===== config.mk =====
export PLATFORM = sky130hd
export DESIGN_NAME = aat_sum
export DESIGN_NICKNAME = d
export VERILOG_FILES = /design/src/rtl/aabb_affine_transform_top_defines.svh /design/src/rtl/aat_pkg.sv /design/src/rtl/aat_sum.sv
export SDC_FILE = /design/constraint.sdc
export NUM_CORES = 2
export LEC_CHECK = 0
export BUFFER_PORTS_ARGS = -buffer_cell sky130_fd_sc_hd__buf_2
export CAP_MARGIN = 5
export CORE_AREA = 2 2 355 357
export DETAILED_ROUTE_END_ITERATION = 6
export DIE_AREA = 0 0 357 359
export SLEW_MARGIN = 25
export SYNTH_ARGS = -nofsm -noshare
export SYNTH_HDL_FRONTEND = slang
export SYNTH_SLANG_ARGS = --single-unit

===== constraint.sdc =====
create_clock -name clk -period 9.8 [get_ports clk]
set_input_delay 0.49 -clock clk [delete_from_list [all_inputs] [get_ports clk]]
set_output_delay 0.49 -clock clk [all_outputs]
set_load 0.03 [all_outputs]

===== src/rtl/aabb_affine_transform_top_defines.svh =====
// Assertion helpers for the box transform top module.
`ifndef AABB_AFFINE_TRANSFORM_TOP_DEFINES_SVH
`define AABB_AFFINE_TRANSFORM_TOP_DEFINES_SVH

// Same-cycle implication, checked outside reset
`define AAT_ASSERT_NOW(lbl, ante, cons, msg) \
  lbl: assert property (@(posedge clk) disable iff (rst) (ante) |-> (cons)) \
    else $error(msg);

// Next-cycle implication, checked outside reset
`define AAT_ASSERT_NEXT(lbl, ante, cons, msg) \
  lbl: assert property (@(posedge clk) disable iff (rst) (ante) |=> (cons)) \
    else $error(msg);

`endif


===== src/rtl/aat_pkg.sv =====
package aat_pkg;

  // Number of spatial axes
  localparam int AXES = 3;

  // Integer bits of a Q2.x coefficient; the rest are fraction bits
  localparam int COEFF_INT_BITS = 2;

  // Register map: 8-byte stride, index in paddr[5:3]
  localparam int ADDR_W     = 6;
  localparam int ADDR_LSB   = 3;
  localparam int REG_IDX_W  = ADDR_W - ADDR_LSB;

  localparam logic [REG_IDX_W-1:0] REG_ROW_X = 3'd0;
  localparam logic [REG_IDX_W-1:0] REG_ROW_Y = 3'd1;
  localparam logic [REG_IDX_W-1:0] REG_ROW_Z = 3'd2;
  localparam logic [REG_IDX_W-1:0] REG_SHF_X = 3'd3;
  localparam logic [REG_IDX_W-1:0] REG_SHF_Y = 3'd4;
  localparam logic [REG_IDX_W-1:0] REG_SHF_Z = 3'd5;

endpackage


===== src/rtl/aat_sum.sv =====
// Stages 4 and 5: add the translation and three terms, then saturate.
module aat_sum #(
  parameter int COORD_WIDTH = 32
) (
  input  logic                          clk,
  input  logic                          rst,
  input  logic                          in_valid,
  output logic                          ready_up,
  input  logic signed [COORD_WIDTH+1:0] tmin [aat_pkg::AXES][aat_pkg::AXES],
  input  logic signed [COORD_WIDTH+1:0] tmax [aat_pkg::AXES][aat_pkg::AXES],
  input  logic [COORD_WIDTH-1:0]        shifts [aat_pkg::AXES],
  output logic                          valid,
  input  logic                          ready_dn,
  output logic signed [COORD_WIDTH-1:0] box_lo [aat_pkg::AXES],
  output logic signed [COORD_WIDTH-1:0] box_hi [aat_pkg::AXES]
);
  import aat_pkg::*;

  localparam int SW = COORD_WIDTH + 4;
  localparam logic signed [COORD_WIDTH-1:0] SAT_MAX = {1'b0, {(COORD_WIDTH-1){1'b1}}};
  localparam logic signed [COORD_WIDTH-1:0] SAT_MIN = {1'b1, {(COORD_WIDTH-1){1'b0}}};

  logic                 s_valid;
  logic                 s_ready;
  logic                 o_ready;
  logic signed [SW-1:0] sum_lo_next [AXES];
  logic signed [SW-1:0] sum_hi_next [AXES];
  logic signed [SW-1:0] sum_lo [AXES];
  logic signed [SW-1:0] sum_hi [AXES];

  assign o_ready  = !valid || ready_dn;
  assign s_ready  = !s_valid || o_ready;
  assign ready_up = s_ready;

  function automatic logic signed [COORD_WIDTH-1:0] sat(input logic signed [SW-1:0] v);
    logic [SW-COORD_WIDTH:0] top;
    top = v[SW-1:COORD_WIDTH-1];
    if (top == '0 || top == '1) begin
      return v[COORD_WIDTH-1:0];
    end
    return v[SW-1] ? SAT_MIN : SAT_MAX;
  endfunction

  // Four-input sums per output axis
  always_comb begin
    for (int j = 0; j < AXES; j++) begin
      sum_lo_next[j] = SW'($signed(shifts[j])) + SW'(tmin[j][0]) + SW'(tmin[j][1])
                     + SW'(tmin[j][2]);
      sum_hi_next[j] = SW'($signed(shifts[j])) + SW'(tmax[j][0]) + SW'(tmax[j][1])
                     + SW'(tmax[j][2]);
    end
  end

  // Stage 4
  always_ff @(posedge clk) begin
    if (rst) begin
      s_valid <= 1'b0;
    end else if (s_ready) begin
      s_valid <= in_valid;
    end
  end

  always_ff @(posedge clk) begin
    if (s_ready && in_valid) begin
      sum_lo <= sum_lo_next;
      sum_hi <= sum_hi_next;
    end
  end

  // Stage 5: saturate into the output register
  always_ff @(posedge clk) begin
    if (rst) begin
      valid <= 1'b0;
    end else if (o_ready) begin
      valid <= s_valid;
    end
  end

  always_ff @(posedge clk) begin
    if (o_ready && s_valid) begin
      for (int j = 0; j < AXES; j++) begin
        box_lo[j] <= sat(sum_lo[j]);
        box_hi[j] <= sat(sum_hi[j]);
      end
    end
  end

endmodule


# Word-level counts from Yosys, hierarchy flattened
# Index checks and enable logic that the tools add are counted.
[op_classes]
eq_ne = 6
mux = 30
reduce_logical = 18
n_addsub = 18
[op_table]
columns = ["operator", "n"]
rows = [
  ["$mux 32", 18],
  ["$add 35x34->36", 6],
  ["$add 36x34->36", 6],
  ["$add 32x34->35", 6],
  ["$eq 5x5->1 const B", 6],
  ["$logic_not 5->1", 6],
  ["$mux 1", 12],
  ["$logic_or 1x1->1", 8],
  ["$logic_and 1x1->1", 2],
  ["$logic_not 1->1", 2],
]
[word_totals]
elab_cells = 86
inputBits = 712
register_bits = 410
out_inout_bits = 194

# Depth between registers and ports, before layout
[logic_depth]
depth_word = 5
ltp_mapped = 16
mapped_depth_nobuf = 16

# Least setup slack after synthesis
# Ideal clock, no wire load.
[synth_path]
path_kind = "reg2reg"
startpoint = "register valid"
endpoint = "register box_hi[0] (netlist name), enable pin"
setup_time_ns = 0.770
path_slack_ns = -0.056
arrival_ns = 9.086
path_buffers = 0
t_required_ns = 9.030
path_stages_with_launch = 3
path_cell_list = "dfxtp_1 > nor2b_1 > nor2b_1"
[synth_via]
elab_chain_len = 3
[synth_lines]
columns = ["item", "line_no", "text"]
rows = [
  ["start: declaration", "aat_sum.sv:12", "output logic valid,"],
  ["start signal: assignment", "aat_sum.sv:75", "valid <= s_valid;"],
  ["$logic_not 1->1", "aat_sum.sv:31", "assign o_ready = !valid || ready_dn;"],
  ["$logic_or 1x1->1", "aat_sum.sv:31", ""],
  ["$logic_and 1x1->1", "aat_sum.sv:80", "if (o_ready && s_valid) begin"],
  ["end signal: indexed assignment", "aat_sum.sv:83", "box_hi[j] <= sat(sum_hi[j]);"],
  ["end: declaration", "aat_sum.sv:15", "output logic signed [COORD_WIDTH-1:0] box_hi [aat_pkg::AXES]"],
]
# No other way between the ends.
# A chain may end at the register's enable or synchronous reset.

==> results.ini <==
[status]
status = finished clean

[sta]
finalMaxSlewViolations = 0
final.setup_skew_ps = 23.3
hold_viol = 0
setup_viol = 0
finalCritPeriodShare_pct = 45.9
layout_min_cycle_time_ps = 4500
max_freq_mhz = 222
tightest_slew_ps = 999
slew_headroom_pct = 33.4
rsz0062_at_grt = no
fin_tns_setup_ps = 0

[floorplanning]
core_sq_um = 125000
start_util_pct = 29.5
fp-row-count = 130
floorplan.die_area_sq_um = 128000
die_width_um = 357
fp.dieH_um = 359
io_pins = 906

[worst_setup_path]
critPathMaxFanout = 5
critPathArrivalTime_ps = 4840
reg2regPathDepth = 5
start_kind = input pin
cp.required_ps = 10150
crit_chain = buf_2 -> inv_1 -> fa_1 -> fa_1 -> inv_1 -> ha_1 -> a2111oi_0 -> o21ai_1 -> a311o_1 -> nand4b_1 -> a41oi_1 -> a31oi_2 -> o21ai_1 -> a31oi_1 -> xnor2_1
crit_slowest_cell = a2111oi_0
end_kind = flip-flop
critPathKind = input pin to flip-flop
cp_slowest_stage_delay_ps = 740

[route]
drcViolationCount = 0
viasPerCell = 4.56
vias = 28170
ant_nets = 0
routedWlPerCell_um = 18.2
drt_wl_total_um = 113000
drt_iter0_drc = 1861
drt-pass1-iter-count = 5

[worst_hold_path]
hold_class = input pin to flip-flop
min_path_cells = 3

[logic_synthesis]
syn_inst = 3596
async_reset_ff_share_pct = 0
yosysTopAreaCellShare_pct = 33.3
ys_seq_elements = 410
yosysSeqAreaShare_pct = 33.4
synth_edf_count = 408
yosysMostFrequentCell = inv_1
syn_nets = 4932
synthFlopType = edfxtp_1
synth_top_cells_by_area = edfxtp_1 33%, fa_1 23%, inv_1 11%
synth_commonest_cells = 1064 x inv_1, 414 x fa_1, 408 x edfxtp_1
synth_area_leader_cell = edfxtp_1
ys_warn_count = 0
avgSynthCellArea_sq_um = 10.2
synth.distinct_cells = 76
netlist_area_sq_um = 36800

[global_routing]
antenna_found_initial = 1
grt-ovfl-total = 0
grt_max_degree = 136
gr-usage-all-layers_pct = 17.4
grt_pass1_vias = 29212
grt_pass1_wl_um = 170000

[clocking]
cts_tree = yes
cts-root-buf = clkbuf_16
clkSlewWorstSetupHoldPaths_ps = 60
cts_max_level = 2
clkLatencyLatePin_ps = 630
clockBufferDepth = 3
cts_resized = 0
cts.sinks = 410
cts_inserted_buffers = 52

[place]
dpl_cell_area_sq_um = 43200
hpwl_um = 95300
gp_congestion = 0.918
io_buffer_count = 905

[run]
drv_cap = 0

[power_and_ir_drop]
vdd_drop_max_v = 0.000181
p_leak_uw = 0.0233
p_per_area_nw_per_um2 = 238

[finish]
antennaDiodeCount = 0
final_cell_area_sq_um = 45000
fin_nets = 5825
area_growth_pct = 22.4
drive_gt1_share_pct = 23.0

critical path, delay by kind of cell:
| kind | cells | cell delay [ps] |
|---|---|---|
| AOI/OAI and AO/OA | 7 | 2550 |
| adders and majority gates | 3 | 1380 |
| buffers and inverters | 3 | 180 |
| and+or+nand+nor | 1 | 140 |
| xor gates and xnor gates | 1 | 100 |
cells in the final DEF (no fill, tap or decap), drive strengths merged, types with 6 or more instances in the layout:
master	instances
o22ai	6
edfxtp	408
o31a	8
a221oi	7
nor2	89
o21a	35
a31o	6
and2	10
nand4	17
nand2b	18
or4	8
o21ai	104
xor2	61
nor2b	28
a41oi	7
o31ai	12
inv	1068
nand2	107
and4	6
a221o	6
o21bai	30
a31oi	18
a211oi	19
fa	414
a21oi	196
buf	923
a311oi	6
clkbuf	59
and3	31
o211ai	13
a21o	302
ha	210
nor3	18
nor4	6
bufinv	8
clkinv	20
xnor2	130
nand3	50
or3	8
what timing repair did:
action                                 CTS  global route
setup buffers                            0             0
hold buffers                             1             0
setup endpoints to repair                0             0
endpoints found under the hold margin    2             0
cells by family after synthesis:
group	Yosys count	synth area share [%]
compound gates	814	15.1
xor+xnor	191	4.55
fa+ha+maj	624	29.7
flops	410	33.4
mux	1	0.0272
simple gates	407	5.47
buf+inv	1149	11.7
state kept, by name, indices dropped and copies added, names as in the netlist:
register	cells
box_hi	96
box_lo	96
s_valid	1
sum_hi	108
sum_lo	108
valid	1
routing by layer:
metal,GRT usage (%),vias to the layer above,routed length (um),part of all wire [%]
li1,-,13368,-,-
met1,21.7,13727,46500,41
met2,30.0,938,54900,49
met3,3.14,137,7210,6.4
met4,5.80,0,4030,3.6
met5,0,-,0,0
through the flow:
step / total power (uW) / hold WS (ps) / util [%] / cells / setup WS [ps]
floorplan: 7060 / 477 / - / 3596 / 3370
global placement: 8710 / 497 / 34.7 / 6083 / 4670
detailed placement: 8750 / 503 / 34.7 / 6083 / 4710
CTS: 10800 / 62.3 / 36.1 / 6179 / 5360
global route: 11500 / 97.3 / 36.1 / 6180 / 5140
finish: 10700 / 118 / 36.1 / 6180 / 5300
where the power goes:
group | internal (uW) | leakage [uW] | switching [uW]
combinational | 2240 | 0.0185 | 3370
sequential | 2930 | 0.00392 | 204
clock | 1180 | 0.000841 | 808
total | 6350 | 0.0233 | 4380
layout make-up:
class / count / area (sq um)
fill: 12671 / 79600
sequential: 410 / 12300
clock buffer: 59 / 1330
clock inverter: 36 / 409
timing repair buffer: 924 / 4710
tap: 1650 / 2060
inverter: 1064 / 3990
multi-input combinational: 2037 / 20200
worst paths after layout:
path / start / to / slack, ps
min: in_valid / s_valid / 120
min reg2reg: sum_hi[53] / box_hi[49] / 510
max reg2reg: valid / sum_lo[35] / 6600
max: tmax[7] / sum_hi[30] / 5300
Note: power is estimated with default switching activity, not from simulation.
