File: src/rtl/aabb_affine_transform_top_defines.svh
// Assertion helpers for the box transform top module.
`ifndef AABB_AFFINE_TRANSFORM_TOP_DEFINES_SVH
`define AABB_AFFINE_TRANSFORM_TOP_DEFINES_SVH

// Same-cycle implication, checked outside reset
`define AAT_ASSERT_NOW(lbl, ante, cons, msg) \
  lbl: assert property (@(posedge clk) disable iff (rst) (ante) |-> (cons)) \
    else $error(msg);

// Next-cycle implication, checked outside reset
`define AAT_ASSERT_NEXT(lbl, ante, cons, msg) \
  lbl: assert property (@(posedge clk) disable iff (rst) (ante) |=> (cons)) \
    else $error(msg);

`endif

File: src/rtl/aat_pkg.sv
package aat_pkg;

  // Number of spatial axes
  localparam int AXES = 3;

  // Integer bits of a Q2.x coefficient; the rest are fraction bits
  localparam int COEFF_INT_BITS = 2;

  // Register map: 8-byte stride, index in paddr[5:3]
  localparam int ADDR_W     = 6;
  localparam int ADDR_LSB   = 3;
  localparam int REG_IDX_W  = ADDR_W - ADDR_LSB;

  localparam logic [REG_IDX_W-1:0] REG_ROW_X = 3'd0;
  localparam logic [REG_IDX_W-1:0] REG_ROW_Y = 3'd1;
  localparam logic [REG_IDX_W-1:0] REG_ROW_Z = 3'd2;
  localparam logic [REG_IDX_W-1:0] REG_SHF_X = 3'd3;
  localparam logic [REG_IDX_W-1:0] REG_SHF_Y = 3'd4;
  localparam logic [REG_IDX_W-1:0] REG_SHF_Z = 3'd5;

endpackage

File: src/rtl/aat_order.sv
// Stage 1: order the two corners of each axis into min and max.
module aat_order #(
  parameter int COORD_WIDTH = 32
) (
  input  logic                          clk,
  input  logic                          rst,
  input  logic                          in_valid,
  output logic                          ready_up,
  input  logic signed [COORD_WIDTH-1:0] corner_a [aat_pkg::AXES],
  input  logic signed [COORD_WIDTH-1:0] corner_b [aat_pkg::AXES],
  output logic                          valid,
  input  logic                          ready_dn,
  output logic signed [COORD_WIDTH-1:0] lo [aat_pkg::AXES],
  output logic signed [COORD_WIDTH-1:0] hi [aat_pkg::AXES]
);
  import aat_pkg::*;

  assign ready_up = !valid || ready_dn;

  // Valid bit
  always_ff @(posedge clk) begin
    if (rst) begin
      valid <= 1'b0;
    end else if (ready_up) begin
      valid <= in_valid;
    end
  end

  // Per-axis compare and swap
  always_ff @(posedge clk) begin
    if (ready_up && in_valid) begin
      for (int i = 0; i < AXES; i++) begin
        if (corner_a[i] < corner_b[i]) begin
          lo[i] <= corner_a[i];
          hi[i] <= corner_b[i];
        end else begin
          lo[i] <= corner_b[i];
          hi[i] <= corner_a[i];
        end
      end
    end
  end

endmodule

File: config.mk
export PLATFORM = sky130hd
export DESIGN_NAME = aat_order
export DESIGN_NICKNAME = d
export VERILOG_FILES = /design/src/rtl/aabb_affine_transform_top_defines.svh /design/src/rtl/aat_pkg.sv /design/src/rtl/aat_order.sv
export SDC_FILE = /design/constraint.sdc
export NUM_CORES = 1
export LEC_CHECK = 0
export BUFFER_PORTS_ARGS = -buffer_cell sky130_fd_sc_hd__buf_2
export CORE_MARGIN = 10
export CORE_UTILIZATION = 45
export DETAILED_ROUTE_END_ITERATION = 16
export PLACE_DENSITY = 0.79
export RECOVER_POWER = 100
export SLEW_MARGIN = 20
export SYNTH_ARGS = -nofsm -noshare
export SYNTH_HDL_FRONTEND = slang
export SYNTH_SLANG_ARGS = --single-unit
File: constraint.sdc
create_clock -name clk -period 6.08 [get_ports clk]
set_input_delay 0.608 -clock clk [delete_from_list [all_inputs] [get_ports clk]]
set_output_delay 0.608 -clock clk [all_outputs]
set_load 0.01 [all_outputs]
# Word-level counts from Yosys, hierarchy flattened
# Index checks and enable logic that the tools add are counted.
# Widths: inputs -> output; s select.
[word_totals]
ff_bits = 193
inputBits = 196
out_inout_bits = 194
wordCells = 19
[classes]
magnitude_cmp = 3
mux = 6
reduce_logical = 3
[ops]
columns = ["operator", "count"]
rows = [
  ["$mux 32", 6],
  ["$lt 32x32->1", 3],
  ["$logic_and 1x1->1", 1],
  ["$logic_not 1->1", 1],
  ["$logic_or 1x1->1", 1],
]

# Logic depth before layout (Yosys ltp)
# Gate-level depths: netlist of the first run.
[logic_depth]
ltp_word = 3
depth_mapped = 9
mapped_depth_nobuf = 8

# Worst setup path before layout of the first run
# Ideal clock, no wire load.
[synth_path]
path_type = "input to register"
from = "in ready_dn"
to = "reg hi[0] in the netlist's numbering (enable)"
setup_ps = 576
arrival_time_ps = 5207
t_required_ps = 5504
path_slack_ps = 296
stages = 2
path_buffers = 0
path_cell_list = "nand2b_1 > and2_1"
[synth_between]
elab_chain_len = 2
[synth_lines]
columns = ["element", "line_no", "rtl"]
rows = [
  ["start: declaration", "aat_order.sv:12", "input logic ready_dn,"],
  ["$logic_or 1x1->1", "aat_order.sv:18", "assign ready_up = !valid || ready_dn;"],
  ["$logic_and 1x1->1", "aat_order.sv:31", "if (ready_up && in_valid) begin"],
  ["end signal: indexed assignment", "aat_order.sv:35", "hi[i] <= corner_b[i];"],
  ["end signal: indexed assignment", "aat_order.sv:38", "hi[i] <= corner_a[i];"],
  ["end: declaration", "aat_order.sv:14", "output logic signed [COORD_WIDTH-1:0] hi [aat_pkg::AXES]"],
]
# No other way between the ends.
# A chain may end at the register's enable or synchronous reset.

# Worst setup path after layout of the first run
[layout_path]
from = "in ready_dn"
to = "reg lo[25] in the netlist's numbering (enable)"
[layout_between]
elab_chain_len = 2
[layout_lines]
columns = ["element", "line_no", "rtl"]
rows = [
  ["$logic_or 1x1->1", "aat_order.sv:18", ""],
  ["$logic_and 1x1->1", "aat_order.sv:31", ""],
  ["end signal: indexed assignment", "aat_order.sv:34", "lo[i] <= corner_a[i];"],
  ["end signal: indexed assignment", "aat_order.sv:37", "lo[i] <= corner_b[i];"],
  ["end: declaration", "aat_order.sv:13", "output logic signed [COORD_WIDTH-1:0] lo [aat_pkg::AXES],"],
]
# No other way between the ends.

==> reports/metrics.cfg, run 1 <==
[status]
violations = capacitance limit, slew limit
status = finished, violations left

[floorplan]
io_pins = 390
chipWidth_um = 174
fp.dieH_um = 174
start_util = 0.456
row_count = 56
die_area_um2 = 30200
core-area_um2 = 23300

[clocking]
postCtsHoldBufs = 0
numCtsBuffers = 17
path_clk_slew_ns = 0.07
cts_resized = 0
root_buffer = clkbuf_16
cts_buffer_depth = 2
cts_tree = built
h-tree-depth = 4
cts_sinks = 193
cts_post_setup_buffers_inserted = 0
clkLatencyLatePin_ns = 0.42

[setup_path]
reg2reg_depth = 3
start_kind = input pin
critical_path_class = input pin to flop
crit_path_end_kind = flop
max_stage_delay_ns = 3.04
critPathCapture = lo[25]
r2r_end = lo[25]
critPathMostFrequentCell = buf_2
reg2reg_from = valid
ff2ff_setup_slack_ns = 1.74
critPathRequiredTime_ns = 6.00
setup.worst_path.start = ready_dn
crit_slowest_cell = buf_2
path_cells = buf_2 > nand2b_1 > and2_0 > buf_2
crit_arrival_ns = 4.27
crit_fanout = 192

[pwr]
cellPowerDensity_nw_per_um2 = 272
irDropWorstVdd_mv = 0.198
total_power_mw = 3.55
p_leak_nw = 5.46

[grt]
grt_max_degree = 193
grt_pass1_wl_um = 45500
grt_pass1_vias = 8179
grt_usage = 0.192
antenna_found_initial = 7
grt-ovfl-total = 0

[final_layout]
final_common_cell = clkbuf_1
final_nets = 1426
drive_gt1_frac = 0.351
final_util = 0.560
layout_common_cells = clkbuf_1 (199), buf_2 (193), edfxtp_1 (192)
fin_area_um2 = 13100
area_growth_pct = 22.8

[route]
vias = 7512
ant_nets = 0
drt_iter0_markers = 477
drt-wirelength-per-cell_um = 20.2
drtPass1Iterations = 5
drc = 0
wirelength_um = 29800
vias_per_cell = 5.10

[yosys]
synthArstFlopShare = 0
syn-num-nets = 1031
ys_seq_elements = 193
yosysSeqAreaShare = 0.544
syn_area_um2 = 10600
synthCells = 742
synth_flop_cell = edfxtp_1
syn_avg_cell_area_um2 = 14.3
yosysWarnings = 0
yosys.cell_types.count = 28
synth_edf_count = 192

[job]
cap_violations = 4

[sta]
period_share = 0.715
finClkSkew_ns = 0.00923
max_freq_mhz = 230
slew_headroom = -1.96
fin_tns_setup_ns = 0
worst_pin_slew_ns = 4.44
slew_viol_final = 271
rsz0062_at_grt = no
finalHoldViolations = 0
final.setup.worst_slack_ns = 1.73
finalSetupViolations = 0
finalCriticalPeriod_ns = 4.35

[place]
dp_slack_ns = 2.12
place.gp.congestion = 0.854
placed_area_um2 = 12800
dp_hpwl_um = 23700
io_buffers = 389

[worst_hold_path]
worstHoldPathType = input pin to flop

==> state kept, by name, indices dropped and copies added, names as in the netlist <==
name and cells:
lo 96, hi 96, valid 1
==> metrics by stage <==
stage               instances  hold slack (ns)
CTS                      1468            0.311
finish                   1474            0.333
global route             1472            0.311
detailed placement       1437            0.544
global placement         1437            0.498
floorplan                 742            0.593
==> layer usage <==
| metal | vias to the layer above | part of all wire | track usage |
|---|---|---|---|
| li1 | 3604 | - | - |
| met1 | 3530 | 0.37 | 0.201 |
| met2 | 321 | 0.50 | 0.336 |
| met3 | 53 | 0.10 | 0.0821 |
| met4 | 4 | 0.027 | 0.0684 |
| met5 | - | 0.00077 | 0 |
==> Yosys cell counts (all sizes together), types with 7 or more instances <==
| library cell | instances | area (µm²) |
|---|---|---|
| edfxtp | 192 | 5770 |
| mux2 | 192 | 2200 |
| inv | 97 | 364 |
| ha | 93 | 1160 |
| a21oi | 37 | 185 |
| nand2 | 20 | 75.1 |
| buf | 18 | 203 |
| nor2 | 11 | 41.3 |
| nand3 | 9 | 45.0 |
| nand4 | 9 | 56.3 |
| o21ai | 9 | 45.0 |
| and2 | 7 | 45.1 |
| and4 | 7 | 61.3 |
==> worst min-delay path by stage <==
stage	depth (start not counted)	from	end	slack, ns
finish	2	rst	valid	0.33
global route	2	rst	valid	0.31
CTS	2	rst	valid	0.31
detailed placement	2	valid	valid	0.54
global placement	2	valid	valid	0.50
floorplan	2	valid	valid	0.59
==> where the power goes <==
group	leakage [nW]	total [mW]	switching, mW	internal, mW
logic	3.33	0.776	0.424	0.352
clock network	0.269	1.08	0.542	0.538
registers	1.87	1.69	0.0403	1.65
==> layout make-up <==
class	instances	area (µm²)
fill	2092	10300
sequential	193	5790
multi-input combinational	434	4220
timing repair buffer	394	1730
clock buffer	17	425
tap	319	399
inverter	97	364
clock inverter	14	123
antenna	6	15.0
==> cells by family after synthesis <==
family | after synthesis | share of synthesized area
compound gates | 79 | 0.0513
fa+ha+maj | 93 | 0.109
buf+inv | 115 | 0.0533
flops | 193 | 0.544
mux | 192 | 0.207
simple gates | 70 | 0.0346
==> worst max-delay path: cells and delay by family <==
kind | cells | cell delay (ns)
buf+inv | 2 | 3.14
simple gates | 2 | 0.31
Power figures use the tool's default switching activity.
==> inputs of run 2 (changes only) <==
Settings changed: PLACE_DENSITY 0.79 to 0.82.
Clock period 6.08 ns to 3.6 ns, I/O delays scaled along.
==> run 2 against run 1 <==
The flow still finishes with violations (capacitance limit, slew limit). Combinational power grew 69%. Global-route usage shrank 0.67 points. Worst hold slack lost 0.26 ns. Clock power grew 77%. Highest routed layer unchanged.
==> reports/metrics.cfg, run 2 (synthesized netlist as in run 1, its figures left out) <==
[clocking]
cts_post_setup_buffers_inserted = 0  ; unchanged
path_clk_slew_ns = 0.08  ; was 0.07 ns
root_buffer = clkbuf_16  ; unchanged
postCtsHoldBufs = 0  ; unchanged
clkLatencyLatePin_ns = 0.43  ; was 0.42 ns
cts_tree = built  ; unchanged
numCtsBuffers = 17  ; unchanged
cts_buffer_depth = 2  ; unchanged
cts_sinks = 193  ; unchanged
h-tree-depth = 4  ; unchanged
cts_resized = 0  ; unchanged

[final_layout]
final_common_cell = clkbuf_1  ; unchanged
final-instance-count-excl-fill = 1476  ; was 1474
layout_common_cells = clkbuf_1 (199), edfxtp_1 (192), buf_2 (192)  ; was clkbuf_1 (199), buf_2 (193), edfxtp_1 (192)
top_regs = hi (96), lo (96), valid (1)  ; unchanged
final_util = 0.564  ; was 0.560
final_nets = 1429  ; was 1426
area_growth_pct = 23.7  ; was 22.8%
drive_gt1_frac = 0.355  ; was 0.351

[place]
io_buffers = 389  ; unchanged
dp.cells = 1440  ; was 1437
dp_slack_ns = 0.321  ; was 2.12 ns
dp_hpwl_um = 23100  ; was 23700 µm
place.gp.congestion = 0.856  ; was 0.854

[sta]
final.setup.worst_slack_ns = 0.538  ; was 1.73 ns
period_share = 0.851
finClkSkew_ns = 0.0230  ; was 0.00923 ns
slew_headroom = -0.374  ; was -1.96
worst_pin_slew_ns = 2.06  ; was 4.44 ns
fin_tns_setup_ns = 0  ; unchanged
finalCriticalPeriod_ns = 3.06
max_freq_mhz = 327
slew_viol_final = 41  ; was 271
finalHoldViolations = 0  ; unchanged
rsz0062_at_grt = no  ; unchanged
finalSetupViolations = 0  ; unchanged

[floorplan]
core-area_um2 = 23300  ; unchanged
chipWidth_um = 174  ; unchanged
row_count = 56  ; unchanged
io_pins = 390  ; unchanged
die_area_um2 = 30200  ; unchanged
start_util = 0.456  ; unchanged
fp.dieH_um = 174  ; unchanged

[status]
status = finished, violations left  ; unchanged
violations = capacitance limit, slew limit  ; unchanged

[setup_path]
setup.worst_path.start = corner_b[19]  ; was ready_dn
crit_fanout = 36  ; was 192
reg2reg_from = valid  ; unchanged
start_kind = input pin  ; unchanged
critPathRequiredTime_ns = 3.77  ; was 6.00 ns
critical_path_class = input pin to flop  ; unchanged
crit_path_end_kind = flop  ; unchanged
crit_arrival_ns = 3.23  ; was 4.27 ns

[pwr]
cellPowerDensity_nw_per_um2 = 460  ; was 272 nW/µm²
p_leak_nw = 5.51  ; was 5.46 nW
total_power_mw = 6.05  ; was 3.55 mW
irDropWorstVdd_mv = 0.261  ; was 0.198 mV

[route]
vias = 7457  ; was 7512
drt_iter0_markers = 350  ; was 477
drc = 0  ; unchanged
drt-wirelength-per-cell_um = 19.5  ; was 20.2 µm
ant_nets = 0  ; unchanged
vias_per_cell = 5.05  ; was 5.10
drtPass1Iterations = 4  ; was 5
wirelength_um = 28800  ; was 29800 µm

[grt]
grt_max_degree = 86  ; was 193
grt_pass1_vias = 7999  ; was 8179
grt_usage = 0.185  ; was 0.192
antenna_found_initial = 6  ; was 7
grt_pass1_wl_um = 44100  ; was 45500 µm
grt-ovfl-total = 0  ; unchanged

[worst_hold_path]
worstHoldPathType = input pin to flop  ; unchanged
hp-start = rst  ; unchanged

[job]
cap_violations = 1  ; was 4

run 2: cell count changes in the layout (fill, tap and decap cells not counted), moves of 2 or more:
cell      previous run  this run
buf_12               0         3
clkbuf_2             0         3
inv_8                4         1
clkinv_8             0         2
diode_2              6         4
mux2_1              19        17
run 2: metrics by stage:
step	cell area, µm²	hold slack [ns]
6_report	13200	0.0723
5_1_grt	13100	0.0633
4_1_cts	13500	0.0501
3_5_place_dp	12900	0.519
3_3_place_gp	12900	0.500
2_1_floorplan	10600	0.429
run 2: final cells by class:
| cell class | instances | area [µm²] |
|---|---|---|
| fillers | 2039 | 10200 |
| flip-flops and latches | 193 | 5790 |
| multi-input cells | 434 | 4220 |
| repair buffers | 397 | 1790 |
| clock buffers | 19 | 433 |
| well taps | 319 | 399 |
| inverters | 97 | 364 |
| clock inverters | 13 | 151 |
| diodes | 4 | 10.0 |
run 2: per-layer routing:
| metal | vias up | track usage | wire length, µm |
|---|---|---|---|
| met1 | 3537 | 0.190 | 10700 |
| met2 | 271 | 0.330 | 14700 |
| met5 | - | 0 | 19 |
| li1 | 3604 | - | - |
| met3 | 41 | 0.0797 | 2710 |
| met4 | 4 | 0.0627 | 677 |
run 2: worst max-delay path, stage by stage:
cell      delay, ns
clkbuf_1       0.12
inv_1          0.06
ha_1           0.28
a21oi_1        0.13
o21ai_0        0.12
a221oi_1       0.53
o22ai_1        0.22
a211oi_4       0.25
clkbuf_2       0.72
mux2_2         0.42
run 2: path summary, 6_finish.rpt:
kind | endpoint | slack, ns | cells after the start
worst max-delay path | hi[22] | 0.54 | 10
worst min-delay path | valid | 0.07 | 2
worst max register to register | lo[31] | 0.65 | 3
worst min register to register | valid | 0.55 | 2
run 2: power breakdown:
part | switching [mW] | total [mW] | internal (mW)
Combinational | 0.707 | 1.31 | 0.604
Sequential | 0.0620 | 2.83 | 2.77
Clock | 0.921 | 1.91 | 0.986
Total | 1.69 | 6.05 | 4.36
